### src/band_weighted_row_centroid_unit_macros.svh
// Assertion helpers shared by the centroid unit's modules.
// Each expects signals named clock and reset in the scope where it is used.
`ifndef BAND_WEIGHTED_ROW_CENTROID_UNIT_MACROS_SVH
`define BAND_WEIGHTED_ROW_CENTROID_UNIT_MACROS_SVH

// Same-cycle implication, checked outside reset
`define BWRC_ASSERT_IMPLY(label, ante, cons, msg) \
   label: assert property (@(posedge clock) disable iff (reset) (ante) |-> (cons)) \
      else $error(msg);

// Next-cycle implication, checked outside reset
`define BWRC_ASSERT_NEXT(label, ante, cons, msg) \
   label: assert property (@(posedge clock) disable iff (reset) (ante) |=> (cons)) \
      else $error(msg);

`endif

### src/bwrc_pkg.sv
package bwrc_pkg;

   // Full angular span split into bands
   localparam int DEGREES = 180;

   // Register field widths
   localparam int ROWS_REG_W = 13;
   localparam int COLS_REG_W = 14;
   localparam int DEG_REG_W  = 8;
   localparam int CSR_DATA_W = 14;
   localparam int CSR_INDEX_W = 2;

   // Register reset values
   localparam logic [ROWS_REG_W-1:0] ROWS_RESET = 13'd1024;
   localparam logic [COLS_REG_W-1:0] COLS_RESET = 14'd2048;
   localparam logic [DEG_REG_W-1:0]  DEG_RESET  = 8'd1;

   // Band index, and (band + 1) * degrees which stays below twice the span
   localparam int BAND_W = 8;
   localparam int KD_W   = 9;

   // Result format: Q.8 row units
   localparam int CENTROID_W    = 21;
   localparam int CENTROID_FRAC = 8;

   // Depth of the queue between front and back
   localparam int QUEUE_DEPTH = 4;

   typedef enum logic [CSR_INDEX_W-1:0] {
      CSR_FRAME_ROWS   = 2'd0,
      CSR_FRAME_COLS   = 2'd1,
      CSR_BAND_DEGREES = 2'd2
   } bwrc_csr_index_type;

   // Position marks that the front attaches to each sample
   typedef struct packed {
      logic row_end;
      logic frame_end;
   } bwrc_mark_type;

   // Status and result of the frame-end divider
   typedef struct packed {
      logic                  done;
      logic                  empty;
      logic [CENTROID_W-1:0] centroid;
   } bwrc_div_result_type;

endpackage

### src/band_weighted_row_centroid_unit.sv
// Saliency-weighted vertical centroid of a raster frame split into equal angular bands.
// Samples enter at one per clock while the queue has room; the back end drains the queue only
// while the current row stays in its band, and the band tracker advances one band per cycle
// when a row opens a new band. At frame end a shift-add multiplier (one bit of rows*degrees
// per step, 20 bits at the default MAX_ROWS) and a restoring divider (one numerator bit per
// step, 77 bits at the defaults) produce the result (an empty frame skips both); meanwhile
// the four-entry queue takes up to four more samples before the input stalls, and a finished
// result waits while the output register still holds a stalled beat. A configuration write
// sets a registered restart flag that re-seeds the band tracker. Rows past the last whole
// band add nothing.
module band_weighted_row_centroid_unit #(
   parameter int MAX_ROWS    = 4096,
   parameter int MAX_COLS    = 8192,
   parameter int SAMPLE_BITS = 16
) (
   input  logic                                clock,
   input  logic                                reset,
   input  logic                                req_valid,
   output logic                                req_stall,
   input  logic [SAMPLE_BITS-1:0]              req_saliency_sample,
   output logic                                rsp_valid,
   input  logic                                rsp_stall,
   output logic [bwrc_pkg::CENTROID_W-1:0]     rsp_centroid_row,
   output logic                                rsp_empty_frame,
   input  logic                                csr_we,
   input  logic [bwrc_pkg::CSR_INDEX_W-1:0]    csr_index,
   input  logic [bwrc_pkg::CSR_DATA_W-1:0]     csr_wdata
);

   import bwrc_pkg::*;

   localparam int ROWS_W = $clog2(MAX_ROWS + 1);
   localparam int COLS_W = $clog2(MAX_COLS + 1);
   localparam int RD_W   = $clog2(MAX_ROWS * DEGREES + 1);
   localparam int P_W    = SAMPLE_BITS + $clog2(MAX_ROWS * MAX_COLS);
   localparam int W_W    = P_W + BAND_W;
   localparam int Q_W    = SAMPLE_BITS + $bits(bwrc_mark_type);

   logic [ROWS_REG_W-1:0] frame_rows_ff, frame_rows_in;
   logic [COLS_REG_W-1:0] frame_cols_ff, frame_cols_in;
   logic [DEG_REG_W-1:0]  band_deg_ff, band_deg_in;
   logic                  cfg_restart_ff;
   logic [ROWS_W-1:0]     eff_rows;
   logic [COLS_W-1:0]     eff_cols;
   logic [DEG_REG_W-1:0]  eff_deg;

   logic                  q_full, q_push, q_pop, q_valid;
   logic [SAMPLE_BITS-1:0] f_sample, b_sample;
   bwrc_mark_type         f_mark, b_mark;
   logic [Q_W-1:0]        q_out;

   logic                  div_start;
   logic [RD_W-1:0]       div_rd;
   logic [P_W-1:0]        div_plain;
   logic [W_W-1:0]        div_weighted;
   bwrc_div_result_type   div_res;

   // Decode register writes
   always_comb begin
      frame_rows_in = frame_rows_ff;
      frame_cols_in = frame_cols_ff;
      band_deg_in   = band_deg_ff;
      if (csr_we) begin
         unique case (csr_index)
            CSR_FRAME_ROWS:   frame_rows_in = ROWS_REG_W'(csr_wdata);
            CSR_FRAME_COLS:   frame_cols_in = csr_wdata;
            CSR_BAND_DEGREES: band_deg_in   = DEG_REG_W'(csr_wdata);
            default:          frame_rows_in = frame_rows_ff;
         endcase
      end
   end

   // Re-seed the band tracker after reset and after every write
   always_ff @(posedge clock) begin
      if (reset) begin
         frame_rows_ff  <= ROWS_RESET;
         frame_cols_ff  <= COLS_RESET;
         band_deg_ff    <= DEG_RESET;
         cfg_restart_ff <= 1'b1;
      end else begin
         frame_rows_ff  <= frame_rows_in;
         frame_cols_ff  <= frame_cols_in;
         band_deg_ff    <= band_deg_in;
         cfg_restart_ff <= csr_we;
      end
   end

   // Clamp registers to their usable ranges
   always_comb begin
      if (frame_rows_ff == '0) begin
         eff_rows = ROWS_W'(1);
      end else if (int'(frame_rows_ff) > MAX_ROWS) begin
         eff_rows = ROWS_W'(MAX_ROWS);
      end else begin
         eff_rows = ROWS_W'(frame_rows_ff);
      end
      if (frame_cols_ff == '0) begin
         eff_cols = COLS_W'(1);
      end else if (int'(frame_cols_ff) > MAX_COLS) begin
         eff_cols = COLS_W'(MAX_COLS);
      end else begin
         eff_cols = COLS_W'(frame_cols_ff);
      end
      if (band_deg_ff == '0) begin
         eff_deg = DEG_REG_W'(1);
      end else if (int'(band_deg_ff) > DEGREES) begin
         eff_deg = DEG_REG_W'(DEGREES);
      end else begin
         eff_deg = band_deg_ff;
      end
   end

   bwrc_front #(
      .MAX_ROWS    (MAX_ROWS),
      .MAX_COLS    (MAX_COLS),
      .SAMPLE_BITS (SAMPLE_BITS)
   ) u_front (
      .clock               (clock),
      .reset               (reset),
      .req_valid           (req_valid),
      .req_stall           (req_stall),
      .req_saliency_sample (req_saliency_sample),
      .eff_rows            (eff_rows),
      .eff_cols            (eff_cols),
      .q_full              (q_full),
      .q_push              (q_push),
      .q_sample            (f_sample),
      .q_mark              (f_mark)
   );

   bwrc_fifo #(
      .WIDTH (Q_W),
      .DEPTH (QUEUE_DEPTH)
   ) u_fifo (
      .clock     (clock),
      .reset     (reset),
      .push      (q_push),
      .push_data ({f_mark, f_sample}),
      .full      (q_full),
      .pop       (q_pop),
      .pop_valid (q_valid),
      .pop_data  (q_out)
   );

   assign b_sample = q_out[SAMPLE_BITS-1:0];
   assign b_mark   = bwrc_mark_type'(q_out[Q_W-1:SAMPLE_BITS]);

   bwrc_back #(
      .MAX_ROWS    (MAX_ROWS),
      .MAX_COLS    (MAX_COLS),
      .SAMPLE_BITS (SAMPLE_BITS)
   ) u_back (
      .clock            (clock),
      .reset            (reset),
      .cfg_restart      (cfg_restart_ff),
      .eff_rows         (eff_rows),
      .eff_deg          (eff_deg),
      .q_valid          (q_valid),
      .q_sample         (b_sample),
      .q_mark           (b_mark),
      .q_pop            (q_pop),
      .div_start        (div_start),
      .div_rd           (div_rd),
      .div_plain        (div_plain),
      .div_weighted     (div_weighted),
      .div_res          (div_res),
      .rsp_valid        (rsp_valid),
      .rsp_stall        (rsp_stall),
      .rsp_centroid_row (rsp_centroid_row),
      .rsp_empty_frame  (rsp_empty_frame)
   );

   bwrc_div #(
      .MAX_ROWS    (MAX_ROWS),
      .MAX_COLS    (MAX_COLS),
      .SAMPLE_BITS (SAMPLE_BITS)
   ) u_div (
      .clock        (clock),
      .reset        (reset),
      .start        (div_start),
      .rd           (div_rd),
      .plain_sum    (div_plain),
      .weighted_sum (div_weighted),
      .result       (div_res)
   );

endmodule

### src/bwrc_fifo.sv
module bwrc_fifo #(
   parameter int WIDTH = 18,
   parameter int DEPTH = 4
) (
   input  logic             clock,
   input  logic             reset,
   input  logic             push,
   input  logic [WIDTH-1:0] push_data,
   output logic             full,
   input  logic             pop,
   output logic             pop_valid,
   output logic [WIDTH-1:0] pop_data
);

   localparam int AW = (DEPTH > 1) ? $clog2(DEPTH) : 1;
   localparam int CW = $clog2(DEPTH + 1);

   logic [WIDTH-1:0] mem_ff [DEPTH];
   logic [AW-1:0]    wr_ptr_ff, wr_ptr_in;
   logic [AW-1:0]    rd_ptr_ff, rd_ptr_in;
   logic [CW-1:0]    count_ff, count_in;
   logic             do_push, do_pop;

   assign full      = (count_ff == CW'(DEPTH));
   assign pop_valid = (count_ff != '0);
   assign pop_data  = mem_ff[rd_ptr_ff];
   assign do_push   = push && !full;
   assign do_pop    = pop && pop_valid;

   // Advance pointers with wrap, track fill level
   always_comb begin
      wr_ptr_in = wr_ptr_ff;
      rd_ptr_in = rd_ptr_ff;
      count_in  = count_ff;
      if (do_push) begin
         wr_ptr_in = (wr_ptr_ff == AW'(DEPTH - 1)) ? '0 : wr_ptr_ff + AW'(1);
      end
      if (do_pop) begin
         rd_ptr_in = (rd_ptr_ff == AW'(DEPTH - 1)) ? '0 : rd_ptr_ff + AW'(1);
      end
      case ({do_push, do_pop})
         2'b10:   count_in = count_ff + CW'(1);
         2'b01:   count_in = count_ff - CW'(1);
         default: count_in = count_ff;
      endcase
   end

   always_ff @(posedge clock) begin
      if (reset) begin
         wr_ptr_ff <= '0;
         rd_ptr_ff <= '0;
         count_ff  <= '0;
      end else begin
         wr_ptr_ff <= wr_ptr_in;
         rd_ptr_ff <= rd_ptr_in;
         count_ff  <= count_in;
      end
   end

   // Store beat payload
   always_ff @(posedge clock) begin
      if (do_push) begin
         mem_ff[wr_ptr_ff] <= push_data;
      end
   end

endmodule

### src/bwrc_front.sv
module bwrc_front #(
   parameter int MAX_ROWS    = 4096,
   parameter int MAX_COLS    = 8192,
   parameter int SAMPLE_BITS = 16
) (
   input  logic                          clock,
   input  logic                          reset,
   input  logic                          req_valid,
   output logic                          req_stall,
   input  logic [SAMPLE_BITS-1:0]        req_saliency_sample,
   input  logic [$clog2(MAX_ROWS+1)-1:0] eff_rows,
   input  logic [$clog2(MAX_COLS+1)-1:0] eff_cols,
   input  logic                          q_full,
   output logic                          q_push,
   output logic [SAMPLE_BITS-1:0]        q_sample,
   output bwrc_pkg::bwrc_mark_type       q_mark
);

   import bwrc_pkg::*;

   localparam int ROWS_W = $clog2(MAX_ROWS + 1);
   localparam int COLS_W = $clog2(MAX_COLS + 1);
   localparam int ROW_W  = (MAX_ROWS > 1) ? $clog2(MAX_ROWS) : 1;
   localparam int COL_W  = (MAX_COLS > 1) ? $clog2(MAX_COLS) : 1;

   logic [ROW_W-1:0]  row_ff, row_in;
   logic [COL_W-1:0]  col_ff, col_in;
   logic [ROWS_W-1:0] row_inc;
   logic [COLS_W-1:0] col_inc;
   logic              row_end, frame_end;

   assign req_stall = q_full;
   assign q_push    = req_valid && !q_full;
   assign q_sample  = req_saliency_sample;

   // Classify the beat by its raster position
   assign col_inc   = COLS_W'(col_ff) + COLS_W'(1);
   assign row_inc   = ROWS_W'(row_ff) + ROWS_W'(1);
   assign row_end   = !(col_inc < eff_cols);
   assign frame_end = row_end && !(row_inc < eff_rows);

   assign q_mark.row_end   = row_end;
   assign q_mark.frame_end = frame_end;

   // Advance raster position on each accepted beat
   always_comb begin
      row_in = row_ff;
      col_in = col_ff;
      if (q_push) begin
         if (!row_end) begin
            col_in = COL_W'(col_inc);
         end else begin
            col_in = '0;
            row_in = frame_end ? '0 : ROW_W'(row_inc);
         end
      end
   end

   always_ff @(posedge clock) begin
      if (reset) begin
         row_ff <= '0;
         col_ff <= '0;
      end else begin
         row_ff <= row_in;
         col_ff <= col_in;
      end
   end

endmodule

### src/bwrc_div.sv
`include "band_weighted_row_centroid_unit_macros.svh"

module bwrc_div #(
   parameter int MAX_ROWS    = 4096,
   parameter int MAX_COLS    = 8192,
   parameter int SAMPLE_BITS = 16
) (
   input  logic                                                 clock,
   input  logic                                                 reset,
   input  logic                                                 start,
   input  logic [$clog2(MAX_ROWS*bwrc_pkg::DEGREES+1)-1:0]      rd,
   input  logic [SAMPLE_BITS+$clog2(MAX_ROWS*MAX_COLS)-1:0]     plain_sum,
   input  logic [SAMPLE_BITS+$clog2(MAX_ROWS*MAX_COLS)+bwrc_pkg::BAND_W-1:0]
                                                                weighted_sum,
   output bwrc_pkg::bwrc_div_result_type                        result
);

   import bwrc_pkg::*;

   localparam int RD_W  = $clog2(MAX_ROWS * DEGREES + 1);
   localparam int P_W   = SAMPLE_BITS + $clog2(MAX_ROWS * MAX_COLS);
   localparam int W_W   = P_W + BAND_W;
   localparam int X_W   = RD_W + W_W + CENTROID_FRAC;
   localparam int B_W   = P_W + DEG_REG_W;
   localparam int R_W   = B_W + 1;
   localparam int CNT_W = $clog2(X_W + 1);

   typedef enum logic [2:0] {
      DV_IDLE = 3'b001,
      DV_MUL  = 3'b010,
      DV_DIV  = 3'b100
   } dv_state_type;

   dv_state_type          state_ff, state_in;
   logic [RD_W-1:0]       mplier_ff, mplier_in;
   logic [W_W-1:0]        mcand_ff, mcand_in;
   logic [X_W-1:0]        x_ff, x_in;
   logic [B_W-1:0]        b_ff, b_in;
   logic [B_W-1:0]        rem_ff, rem_in;
   logic [CENTROID_W-1:0] q_ff, q_in;
   logic                  sat_ff, sat_in;
   logic [CNT_W-1:0]      cnt_ff, cnt_in;
   logic                  done_ff, done_in;
   logic                  empty_ff, empty_in;
   logic [CENTROID_W-1:0] centroid_ff, centroid_in;
   logic [X_W-1:0]        x_acc;
   logic [R_W-1:0]        rem_sh;
   logic                  q_bit;

   assign result.done     = done_ff;
   assign result.empty    = empty_ff;
   assign result.centroid = centroid_ff;

   // One shift-add step and one restoring step
   assign x_acc  = (x_ff << 1) + (mplier_ff[RD_W-1] ? X_W'(mcand_ff) : '0);
   assign rem_sh = {rem_ff, x_ff[X_W-1]};
   assign q_bit  = (rem_sh >= {1'b0, b_ff});

   // Sequence: multiply rows*degrees by the weighted sum, then divide; a zero plain sum is reported as an empty frame
   always_comb begin
      state_in    = state_ff;
      mplier_in   = mplier_ff;
      mcand_in    = mcand_ff;
      x_in        = x_ff;
      b_in        = b_ff;
      rem_in      = rem_ff;
      q_in        = q_ff;
      sat_in      = sat_ff;
      cnt_in      = cnt_ff;
      done_in     = 1'b0;
      empty_in    = empty_ff;
      centroid_in = centroid_ff;
      unique case (state_ff)
         DV_IDLE: begin
            if (start) begin
               if (plain_sum == '0) begin
                  done_in     = 1'b1;
                  empty_in    = 1'b1;
                  centroid_in = '0;
               end else begin
                  empty_in  = 1'b0;
                  mplier_in = rd;
                  mcand_in  = weighted_sum;
                  x_in      = '0;
                  b_in      = B_W'(plain_sum) * B_W'(DEGREES);
                  cnt_in    = CNT_W'(RD_W);
                  state_in  = DV_MUL;
               end
            end
         end
         DV_MUL: begin
            mplier_in = mplier_ff << 1;
            cnt_in    = cnt_ff - CNT_W'(1);
            if (cnt_ff == CNT_W'(1)) begin
               x_in     = x_acc << CENTROID_FRAC;
               rem_in   = '0;
               q_in     = '0;
               sat_in   = 1'b0;
               cnt_in   = CNT_W'(X_W);
               state_in = DV_DIV;
            end else begin
               x_in = x_acc;
            end
         end
         DV_DIV: begin
            x_in   = x_ff << 1;
            rem_in = q_bit ? B_W'(rem_sh - {1'b0, b_ff}) : B_W'(rem_sh);
            sat_in = sat_ff | q_ff[CENTROID_W-1];
            q_in   = {q_ff[CENTROID_W-2:0], q_bit};
            cnt_in = cnt_ff - CNT_W'(1);
            if (cnt_ff == CNT_W'(1)) begin
               done_in     = 1'b1;
               centroid_in = sat_in ? '1 : q_in;
               state_in    = DV_IDLE;
            end
         end
         default: state_in = DV_IDLE;
      endcase
   end

   always_ff @(posedge clock) begin
      if (reset) begin
         state_ff <= DV_IDLE;
         done_ff  <= 1'b0;
      end else begin
         state_ff <= state_in;
         done_ff  <= done_in;
      end
   end

   // Datapath registers
   always_ff @(posedge clock) begin
      mplier_ff   <= mplier_in;
      mcand_ff    <= mcand_in;
      x_ff        <= x_in;
      b_ff        <= b_in;
      rem_ff      <= rem_in;
      q_ff        <= q_in;
      sat_ff      <= sat_in;
      cnt_ff      <= cnt_in;
      empty_ff    <= empty_in;
      centroid_ff <= centroid_in;
   end

   `BWRC_ASSERT_IMPLY(a_div_start_idle, start, state_ff == DV_IDLE, "divider started while busy")
   `BWRC_ASSERT_IMPLY(a_div_empty_zero, done_ff && empty_ff, centroid_ff == '0, "empty frame nonzero")

endmodule

### src/bwrc_back.sv
`include "band_weighted_row_centroid_unit_macros.svh"

module bwrc_back #(
   parameter int MAX_ROWS    = 4096,
   parameter int MAX_COLS    = 8192,
   parameter int SAMPLE_BITS = 16
) (
   input  logic                                             clock,
   input  logic                                             reset,
   input  logic                                             cfg_restart,
   input  logic [$clog2(MAX_ROWS+1)-1:0]                    eff_rows,
   input  logic [bwrc_pkg::DEG_REG_W-1:0]                   eff_deg,
   input  logic                                             q_valid,
   input  logic [SAMPLE_BITS-1:0]                           q_sample,
   input  bwrc_pkg::bwrc_mark_type                          q_mark,
   output logic                                             q_pop,
   output logic                                             div_start,
   output logic [$clog2(MAX_ROWS*bwrc_pkg::DEGREES+1)-1:0]  div_rd,
   output logic [SAMPLE_BITS+$clog2(MAX_ROWS*MAX_COLS)-1:0] div_plain,
   output logic [SAMPLE_BITS+$clog2(MAX_ROWS*MAX_COLS)+bwrc_pkg::BAND_W-1:0]
                                                            div_weighted,
   input  bwrc_pkg::bwrc_div_result_type                    div_res,
   output logic                                             rsp_valid,
   input  logic                                             rsp_stall,
   output logic [bwrc_pkg::CENTROID_W-1:0]                  rsp_centroid_row,
   output logic                                             rsp_empty_frame
);

   import bwrc_pkg::*;

   localparam int RD_W = $clog2(MAX_ROWS * DEGREES + 1);
   localparam int N_W  = $clog2(MAX_ROWS * 2 * DEGREES + 1);
   localparam int T_W  = $clog2(MAX_ROWS * DEGREES + 1);
   localparam int P_W  = SAMPLE_BITS + $clog2(MAX_ROWS * MAX_COLS);
   localparam int W_W  = P_W + BAND_W;
   localparam int KP_W = BAND_W + SAMPLE_BITS;

   typedef enum logic [2:0] {
      ST_ACCUM = 3'b001,
      ST_MATH  = 3'b010,
      ST_HOLD  = 3'b100
   } bk_state_type;

   bk_state_type          state_ff, state_in;
   logic [BAND_W-1:0]     k_ff, k_in;
   logic [KD_W-1:0]       kd_ff, kd_in;
   logic [N_W-1:0]        n_ff, n_in;
   logic [T_W-1:0]        t_ff, t_in;
   logic [P_W-1:0]        p_ff, p_in;
   logic [W_W-1:0]        w_ff, w_in;
   logic                  rsp_valid_ff, rsp_valid_in;
   logic [CENTROID_W-1:0] centroid_ff;
   logic                  empty_ff;
   logic [RD_W-1:0]       rd;
   logic [KP_W-1:0]       kprod;
   logic [P_W-1:0]        p_new;
   logic [W_W-1:0]        w_new;
   logic                  settled, used, slot_free, load;

   // Band k ends where rows*deg*(k+1) reaches 180*(row+1)
   assign rd      = RD_W'(eff_rows) * RD_W'(eff_deg);
   assign settled = (n_ff >= N_W'(t_ff)) || (kd_ff > KD_W'(DEGREES));
   assign used    = (kd_ff <= KD_W'(DEGREES));

   assign q_pop = (state_ff == ST_ACCUM) && q_valid && settled && !cfg_restart;

   // Accumulate plain and band-weighted sums
   assign kprod = KP_W'(k_ff) * KP_W'(q_sample);
   assign p_new = used ? p_ff + P_W'(q_sample) : p_ff;
   assign w_new = used ? w_ff + W_W'(kprod) : w_ff;

   assign div_start    = q_pop && q_mark.frame_end;
   assign div_rd       = rd;
   assign div_plain    = p_new;
   assign div_weighted = w_new;

   assign slot_free = !rsp_valid_ff || !rsp_stall;
   assign load      = (state_ff == ST_HOLD) && slot_free;

   assign rsp_valid        = rsp_valid_ff;
   assign rsp_centroid_row = centroid_ff;
   assign rsp_empty_frame  = empty_ff;

   // Track the band of the current row, one band per cycle
   always_comb begin
      k_in  = k_ff;
      kd_in = kd_ff;
      n_in  = n_ff;
      t_in  = t_ff;
      if (cfg_restart || div_start) begin
         k_in  = '0;
         kd_in = KD_W'(eff_deg);
         n_in  = N_W'(rd);
      end else if (!settled) begin
         k_in  = k_ff + BAND_W'(1);
         kd_in = kd_ff + KD_W'(eff_deg);
         n_in  = n_ff + N_W'(rd);
      end
      if (q_pop && q_mark.row_end) begin
         t_in = q_mark.frame_end ? T_W'(DEGREES) : t_ff + T_W'(DEGREES);
      end
   end

   // Sums and frame sequencing
   always_comb begin
      p_in         = p_ff;
      w_in         = w_ff;
      state_in     = state_ff;
      rsp_valid_in = rsp_valid_ff;
      if (q_pop) begin
         p_in = q_mark.frame_end ? '0 : p_new;
         w_in = q_mark.frame_end ? '0 : w_new;
      end
      if (rsp_valid_ff && !rsp_stall) begin
         rsp_valid_in = 1'b0;
      end
      unique case (state_ff)
         ST_ACCUM: begin
            if (div_start) begin
               state_in = ST_MATH;
            end
         end
         ST_MATH: begin
            if (div_res.done) begin
               state_in = ST_HOLD;
            end
         end
         ST_HOLD: begin
            if (slot_free) begin
               rsp_valid_in = 1'b1;
               state_in     = ST_ACCUM;
            end
         end
         default: state_in = ST_ACCUM;
      endcase
   end

   always_ff @(posedge clock) begin
      if (reset) begin
         state_ff     <= ST_ACCUM;
         k_ff         <= '0;
         kd_ff        <= '0;
         n_ff         <= '0;
         t_ff         <= T_W'(DEGREES);
         p_ff         <= '0;
         w_ff         <= '0;
         rsp_valid_ff <= 1'b0;
      end else begin
         state_ff     <= state_in;
         k_ff         <= k_in;
         kd_ff        <= kd_in;
         n_ff         <= n_in;
         t_ff         <= t_in;
         p_ff         <= p_in;
         w_ff         <= w_in;
         rsp_valid_ff <= rsp_valid_in;
      end
   end

   // Hold result beat payload
   always_ff @(posedge clock) begin
      if (load) begin
         centroid_ff <= div_res.centroid;
         empty_ff    <= div_res.empty;
      end
   end

   `BWRC_ASSERT_IMPLY(a_kd_bound, 1'b1, kd_ff <= KD_W'(2 * DEGREES), "band tracker overran")
   `BWRC_ASSERT_NEXT(a_frame_rewind, div_start, (k_ff == '0) && (t_ff == T_W'(DEGREES)), "no rewind")
   `BWRC_ASSERT_IMPLY(a_done_in_math, div_res.done, state_ff == ST_MATH, "stray divider result")

endmodule
### config.mk
export PLATFORM = sky130hd
export DESIGN_NAME = band_weighted_row_centroid_unit
export DESIGN_NICKNAME = d
export VERILOG_FILES = /design/src/bwrc_pkg.sv /design/src/band_weighted_row_centroid_unit.sv /design/src/bwrc_fifo.sv /design/src/bwrc_front.sv /design/src/bwrc_div.sv /design/src/bwrc_back.sv
export VERILOG_INCLUDE_DIRS = /design/src /design/src/src
export SDC_FILE = /design/constraint.sdc
export NUM_CORES = 2
export LEC_CHECK = 0
export CAP_MARGIN = 40
export CORE_ASPECT_RATIO = 0.75
export CORE_UTILIZATION = 33
export DETAILED_ROUTE_END_ITERATION = 7
export DONT_BUFFER_PORTS = 1
export PLACE_DENSITY = 0.48
export SLEW_MARGIN = 30
export SYNTH_ARGS = -nofsm -noshare
export SYNTH_HDL_FRONTEND = slang
export SYNTH_SLANG_ARGS = --single-unit
### constraint.sdc
create_clock -name clock -period 26.6 [get_ports clock]
set_input_delay 3.99 -clock clock [delete_from_list [all_inputs] [get_ports clock]]
set_output_delay 3.99 -clock clock [all_outputs]
set_load 0.005 [all_outputs]
# Word level (Yosys, flattened, before mapping)
# Memory sizes are Yosys's and may differ from the RTL's. A register that Yosys moved wholly into a read port is not among the register bits.
# Index checks and enable logic that the tools add are counted.
word_totals:
  mem_bits_rw: 72
  word_cells: 195
  inputBits: 37
  memories: 1
  output_inout_bits: 24
  reg_bits: 539
mem_list:
  columns: ["memory", "depth", "width", "read_ports", "rd_ports_with_merged_regs", "wr", "line", "source"]
  rows:
  - ["u_fifo.mem_ff", 4, 18, 1, 1, 1, "bwrc_fifo.sv:18", "logic [WIDTH-1:0] mem_ff [DEPTH];"]
classes:
  bitwise_logic: 3
  n_eq_ne: 23
  reduce_logical: 44
  mul: 3
  add_sub_neg: 15
  magnitude_cmp: 9
  n_mux: 64
ops:
  columns: ["cell", "count"]
  rows:
  - ["$mux 49", 5]
  - ["$mux 77", 3]
  - ["$pmux 77 s3", 1]
  - ["$mux 21", 5]
  - ["$mux 20", 5]
  - ["$pmux 49 s2", 1]
  - ["$pmux 21 s2", 2]
  - ["$mux 41", 2]
  - ["$add 77x77->77", 1]
  - ["$ge 50x49->1", 1]
  - ["$add 49x24->49", 1]
  - ["$sub 49x49->49", 1]
  - ["$mul 41x6->47 const B", 1]
  - ["$add 41x16->41", 1]
  - ["$logic_not 41->1", 1]
  - ["$pmux 20 s2", 1]
  - ["$mux 13", 3]
  - ["$mux 8", 4]
  - ["$mux 14", 2]
  - ["$mul 8x16->24", 1]
  - ["$add 21x20->21", 1]
  - ["$ge 21x20->1", 1]
  - ["$mux 3", 7]
  - ["$mux 7", 3]
  - ["other kinds (47)", 107]

# Logic depth before layout (Yosys ltp)
logic_depth:
  ltp_word: 7
  ltp_mapped: 33
  mapped_depth_nobuf: 32

# Cells and area by module
# From an unflattened synthesis, not the netlist that was laid out.
unflattened:
  hier_cells: 5359
  area_unflattened_um2: 49453.7
modules_own_cells:
  columns: ["mod", "n_inst", "area_per_inst_um2", "cells_per_inst", "seq_area_each_um2"]
  rows:
  - ["bwrc_div", 1, 23747.8, 2476, 8878.5]
  - ["bwrc_back", 1, 18870.6, 2262, 3663.5]
  - ["bwrc_fifo", 1, 3094.2, 148, 2342.2]
  - ["bwrc_front", 1, 2165.8, 274, 500.5]
  - ["band_weighted_row_centroid_unit", 1, 1575.3, 199, 720.7]

# Worst setup path before layout
# Ideal clock, no wire load.
synth_timing:
  path_type: "reg-to-reg"
  startpoint: "register (tool-made name)"
  endpoint: "register u_div.b_ff[47], data pin"
  path_slack_ns: 18.197
  period_less_slack_ns: 8.403
  required_ns: 26.338
  setup_time_ns: 0.262
  path_buffers: 3
  stages_incl_launch_ff: 31
  arrival_ns: 8.142
  path_cell_list: "dfxtp_1 -> clkbuf_1 -> buf_1 -> mux4_2 -> ha_1 -> fa_1 -> nand3_1 -> a31oi_1 -> a311o_1 -> a2111oi_4 -> o31ai_4 -> and2_0 -> xor2_1 -> ha_1 -> inv_1 -> fa_1 -> inv_1 -> fa_1 -> ha_1 -> clkbuf_1 -> and4_1 -> and2_1 -> a22oi_1 -> a21oi_1 -> o32ai_1 -> o21ai_1 -> o31ai_1 -> nor3_1 -> a21oi_1 -> o21ai_1 -> xor2_1"
synth_lines:
  columns: ["element", "line", "source"]
  rows:
  - ["end signal: assignment", "bwrc_div.sv:136", "b_ff <= b_in;"]
  - ["end: declaration", "bwrc_div.sv:38", "logic [B_W-1:0] b_ff, b_in;"]

# Worst setup path in the final report
layout_timing:
  startpoint: "register band_deg_ff[7]"
  endpoint: "register u_back.n_ff[19]"
layout_via:
  elab_chain_cells: 7
  elab_cells_between_ends: 8
  classes_between: "add/sub (1); mul (1); order compare (1); mux (4); reduce/logical (1)"
layout_rtl:
  columns: ["element", "line", "source"]
  rows:
  - ["start: declaration", "band_weighted_row_centroid_unit.sv:41", "logic [DEG_REG_W-1:0] band_deg_ff, band_deg_in;"]
  - ["start signal: assignment", "band_weighted_row_centroid_unit.sv:83", "band_deg_ff <= band_deg_in;"]
  - ["$gt 8x8->1", "band_weighted_row_centroid_unit.sv:106", "end else if (int'(band_deg_ff) > DEGREES) begin"]
  - ["$mux 8", "band_weighted_row_centroid_unit.sv:106", null]
  - ["$mux 8 *", "band_weighted_row_centroid_unit.sv:104", "if (band_deg_ff == '0) begin"]
  - ["$mul 13x8->20 *", "bwrc_back.sv:61", "assign rd = RD_W'(eff_rows) * RD_W'(eff_deg);"]
  - ["$add 21x20->21", "bwrc_back.sv:97", "n_in = n_ff + N_W'(rd);"]
  - ["$mux 20", "bwrc_back.sv:94", "end else if (!settled) begin"]
  - ["$mux 20 *", "bwrc_back.sv:90", "if (cfg_restart || div_start) begin"]
  - ["end signal: assignment", "bwrc_back.sv:152", "n_ff <= n_in;"]
  - ["end: declaration", "bwrc_back.sv:47", "logic [N_W-1:0] n_ff, n_in;"]
# Every way passes the cells marked *; elsewhere a longest branch is shown, timed or not. The select of a mux whose other input is x is not followed.
# A chain may end at the register's enable or synchronous reset.

==> results.py <==
metrics = {
    "logic_synthesis": {
        "synth_compound_area_share_pct": 15.42,
        "ys.flop_type": "edfxtp_1",
        "netlist-cell-type-count": 90,
        "synth_top_family_by_area": "adder cells",
        "synth_area_leaders": "edfxtp_1 24%, fa_1 11%, ha_1 9.8%, dfxtp_1 9.4%, nand2_1 4.6%",
        "synth_edf_count": 387,
        "postSynthNetCount": 5929,
        "yosys_warnings": 0,
        "synthSimpleGateAreaFrac_pct": 17.36,
        "syn_area_per_cell_um2": 9.096,
        "post-synth-top-area-cell": "edfxtp_1",
        "yosys.area.top_type_share_pct": 24.27,
        "synthCells": 5263,
        "synthArstFlopShare_pct": 0,
        "muxShareOfSynthArea_pct": 1.809,
        "ys_ff_latch": 611,
        "synthAdderAreaFrac_pct": 20.41,
        "synth_area_um2": 47870,
        "synth_xor_area_share_pct": 5.836,
        "yosysSeqAreaShare_pct": 33.64,
    },
    "floorplan": {
        "die_y_um": 331.9,
        "rows": 120,
        "core-area_um2": 143400,
        "initial_core_util_pct": 33.39,
        "io_pins": 61,
        "die_area_um2": 146600,
        "die_x_um": 441.8,
    },
    "route": {
        "wl_met2_um": 51250,
        "viasPerCell": 5.169,
        "routedLengthMet1_um": 69940,
        "dr.pass1.iters": 6,
        "drtIter0Drc": 2669,
        "wl_per_cell_um": 18.49,
        "wirelength_um": 131600,
        "highest_layer": "met4",
        "ant_nets": 0,
        "drc": 0,
        "vias": 36770,
        "met3WireLength_um": 8450,
    },
    "global_routing": {
        "antenna_found_initial": 6,
        "track_usage_pct": 17.76,
        "grt_pass1_vias": 35760,
        "grt_pass1_wl_um": 208500,
        "overflow": 0,
        "grt_start_max_net_pins": 159,
    },
    "placement": {
        "postPlaceCellArea_um2": 49930,
        "pre_cts_ws_ns": 17.80,
        "io_buffer_count": 0,
        "gp_congestion": 0.8503,
        "hpwl_um": 97020,
    },
    "setup_path": {
        "worstPathRequired_ns": 27.16,
        "crit_path_max_incr_delay_ns": 0.72,
        "crit_path_max_fanout": 12,
        "cpMostUsedCell": "inv_1",
        "cp_slowest_cell": "nor2b_1",
        "cp-end-kind": "flip-flop",
        "critical_path_class": "flip-flop to flip-flop",
        "startpoint_type": "flip-flop",
        "crit_arrival_ns": 9.29,
    },
    "sta": {
        "slew_viol_final": 0,
        "rsz0062_at_grt": "false",
        "relSlewSlack_pct": 45.03,
        "worst_slew_pin_slew_ns": 0.8228,
        "fin_crit_sh_pct": 32.84,
        "finalSetupViolCount": 0,
        "fin_crit_ns": 8.735,
        "skew_ns": 0.04257,
        "finalSetupTns_ns": 0,
        "max_freq_ghz": 0.1145,
        "fin_ws_ns": 17.86,
        "report.final.hold_viol_count": 0,
    },
    "cells_and_area": {
        "multi_input_area_um2": 29240,
        "fillerInstances": 14590,
        "drive_above_1_share_pct": 5.017,
        "area_growth_pct": 9.657,
        "fin_util_pct": 36.61,
        "fin_area_um2": 52500,
        "nets": 5830,
        "ff_latch_area_um2": 16110,
    },
    "outcome": {
        "status": "finished clean",
    },
    "clock_network": {
        "cts_tree": "yes",
        "cts_made_buffers": 72,
        "clk_path_buf_depth": 3,
        "ctsHoldBuffers": 0,
        "root_buffer": "clkbuf_16",
        "path_clk_slew_ns": 0.06,
        "htree_levels": 3,
        "clkLatencyLatePin_ns": 0.68,
        "post_cts_buffers": 0,
        "clock-sinks": 611,
        "post_cts_resized": 0,
    },
    "job": {
        "cap_violations": 0,
    },
    "power_and_ir_drop": {
        "ir_worst_vdd_uv": 67.69,
        "p_leak_nw": 22.16,
        "power.total_w": 0.003149,
        "powerDensity_nw_per_um2": 59.99,
    },
    "min_path": {
        "hp-class": "flip-flop to flip-flop",
    },
}
## path summary, 6_finish.rpt
path	start	endpoint	slack, ns	depth (start not counted)
hold reg to reg	u_div.centroid_ff[20]	u_back.rsp_centroid_row[20]	0.42	0
setup reg to reg	band_deg_ff[7]	u_back.n_ff[19]	17.86	32
hold / removal	u_div.centroid_ff[20]	u_back.rsp_centroid_row[20]	0.42	0
setup / recovery	band_deg_ff[7]	u_back.n_ff[19]	17.86	32
## synth_stat cells (16+ instances only)
| cell type | count |
|---|---|
| a31oi_1 | 37 |
| clkbuf_1 | 210 |
| nand3b_1 | 16 |
| xor2_1 | 135 |
| o211ai_1 | 26 |
| a211oi_1 | 33 |
| nor2_1 | 478 |
| fa_1 | 253 |
| mux2i_1 | 46 |
| a21o_1 | 117 |
| and3_1 | 53 |
| nand3_1 | 140 |
| nor3_1 | 88 |
| nor3b_1 | 16 |
| mux4_2 | 17 |
| o21ai_0 | 237 |
| a22oi_1 | 31 |
| and2_1 | 156 |
| or3_1 | 34 |
| nand2_1 | 583 |
| o21a_1 | 39 |
| ha_1 | 376 |
| o31ai_1 | 17 |
| a21oi_1 | 391 |
| xnor2_1 | 184 |
| o21bai_1 | 35 |
| o22ai_1 | 16 |
| nor4_1 | 20 |
| a211o_1 | 19 |
| nand4_1 | 56 |
| nand2b_1 | 38 |
| nor2b_1 | 35 |
| or2_2 | 27 |
| inv_1 | 470 |
| dfxtp_1 | 224 |
| edfxtp_1 | 387 |
## critical path: cells and delay by family, from the launching register on
family,cells,cell delay [ns]
compound gates,13,2.54
xor+xnor,2,0.59
fa+ha+maj,6,2.68
buf+inv,5,0.57
flops,1,0.65
simple gates,6,1.56
## cell families (layout without fill, tap and decap cells)
logic type	Yosys count	count (layout)
compound gates	1161	1161
xor+xnor	319	319
fa+ha+maj	629	629
buf+inv	703	662
flops	611	611
mux	65	65
other cells	0	1
simple gates	1775	1775
## cell type report
class                           count  area share [%]
Inverter                          472           3.380
Sequential cell                   611           30.68
Clock buffer                       95           3.856
Clock inverter                     37          0.9367
Timing Repair Buffer               58          0.9343
Tap cell                         1891           4.507
Antenna cell                        1        0.004767
Multi-Input combinational cell   3949           55.70
## placed cells by master (no fill, tap or decap), types with 27 or more instances in the layout
cell type	count
or3_1	33
or2_2	27
o21ai_0	235
nor3_1	87
inv_1	468
ha_1	376
and2_1	155
a31oi_1	37
a21o_1	117
a21oi_1	389
buf_4	43
nand2b_1	38
fa_1	253
o21a_1	39
edfxtp_1	387
mux2i_1	46
a22oi_1	31
o21bai_1	35
nand4_1	56
and3_1	53
nand2_1	581
dfxtp_1	224
nor2_1	476
xnor2_1	184
xor2_1	135
nand3_1	140
nor2b_1	35
a211oi_1	31
clkbuf_16	74
## stage by stage
| stage | hold WS (ns) | cells |
|---|---|---|
| floorplan | 0.4003 | 5263 |
| global placement | 0.4050 | 6967 |
| detailed placement | 0.4045 | 6976 |
| CTS | 0.4183 | 7108 |
| global route | 0.4224 | 7114 |
| finish | 0.4172 | 7114 |
## registers in the layout (all words and copies together), names as in the netlist, 9 cells and up, named ones only
register and count:
u_fifo.mem_ff 72, u_div.rem_ff 49, u_div.x_ff 77, u_back.w_ff 49, u_div.q_ff 21, u_back.rsp_centroid_row 21
u_div.mplier_ff 20, frame_rows_ff 13, u_div.b_ff 47, u_div.centroid_ff 21, frame_cols_ff 14, u_back.n_ff 21
u_front.row_ff 12, u_back.p_ff 41, u_back.kd_ff 9, u_div.mcand_ff 49, u_front.col_ff 13, u_back.t_ff 18
## metal layers
layer,global-route usage [%],vias up
met5,0,-
met4,3.499,0
met3,3.777,114
li1,-,18140
met2,24.51,791
met1,27.85,17720
## where the power goes
group	internal [W]	total, W	switching (W)
registers	0.00107	0.00109	0.0000211
logic	0.000370	0.000979	0.000608
clock network	0.000630	0.00108	0.000449
(Power assumes the default switching activity.)
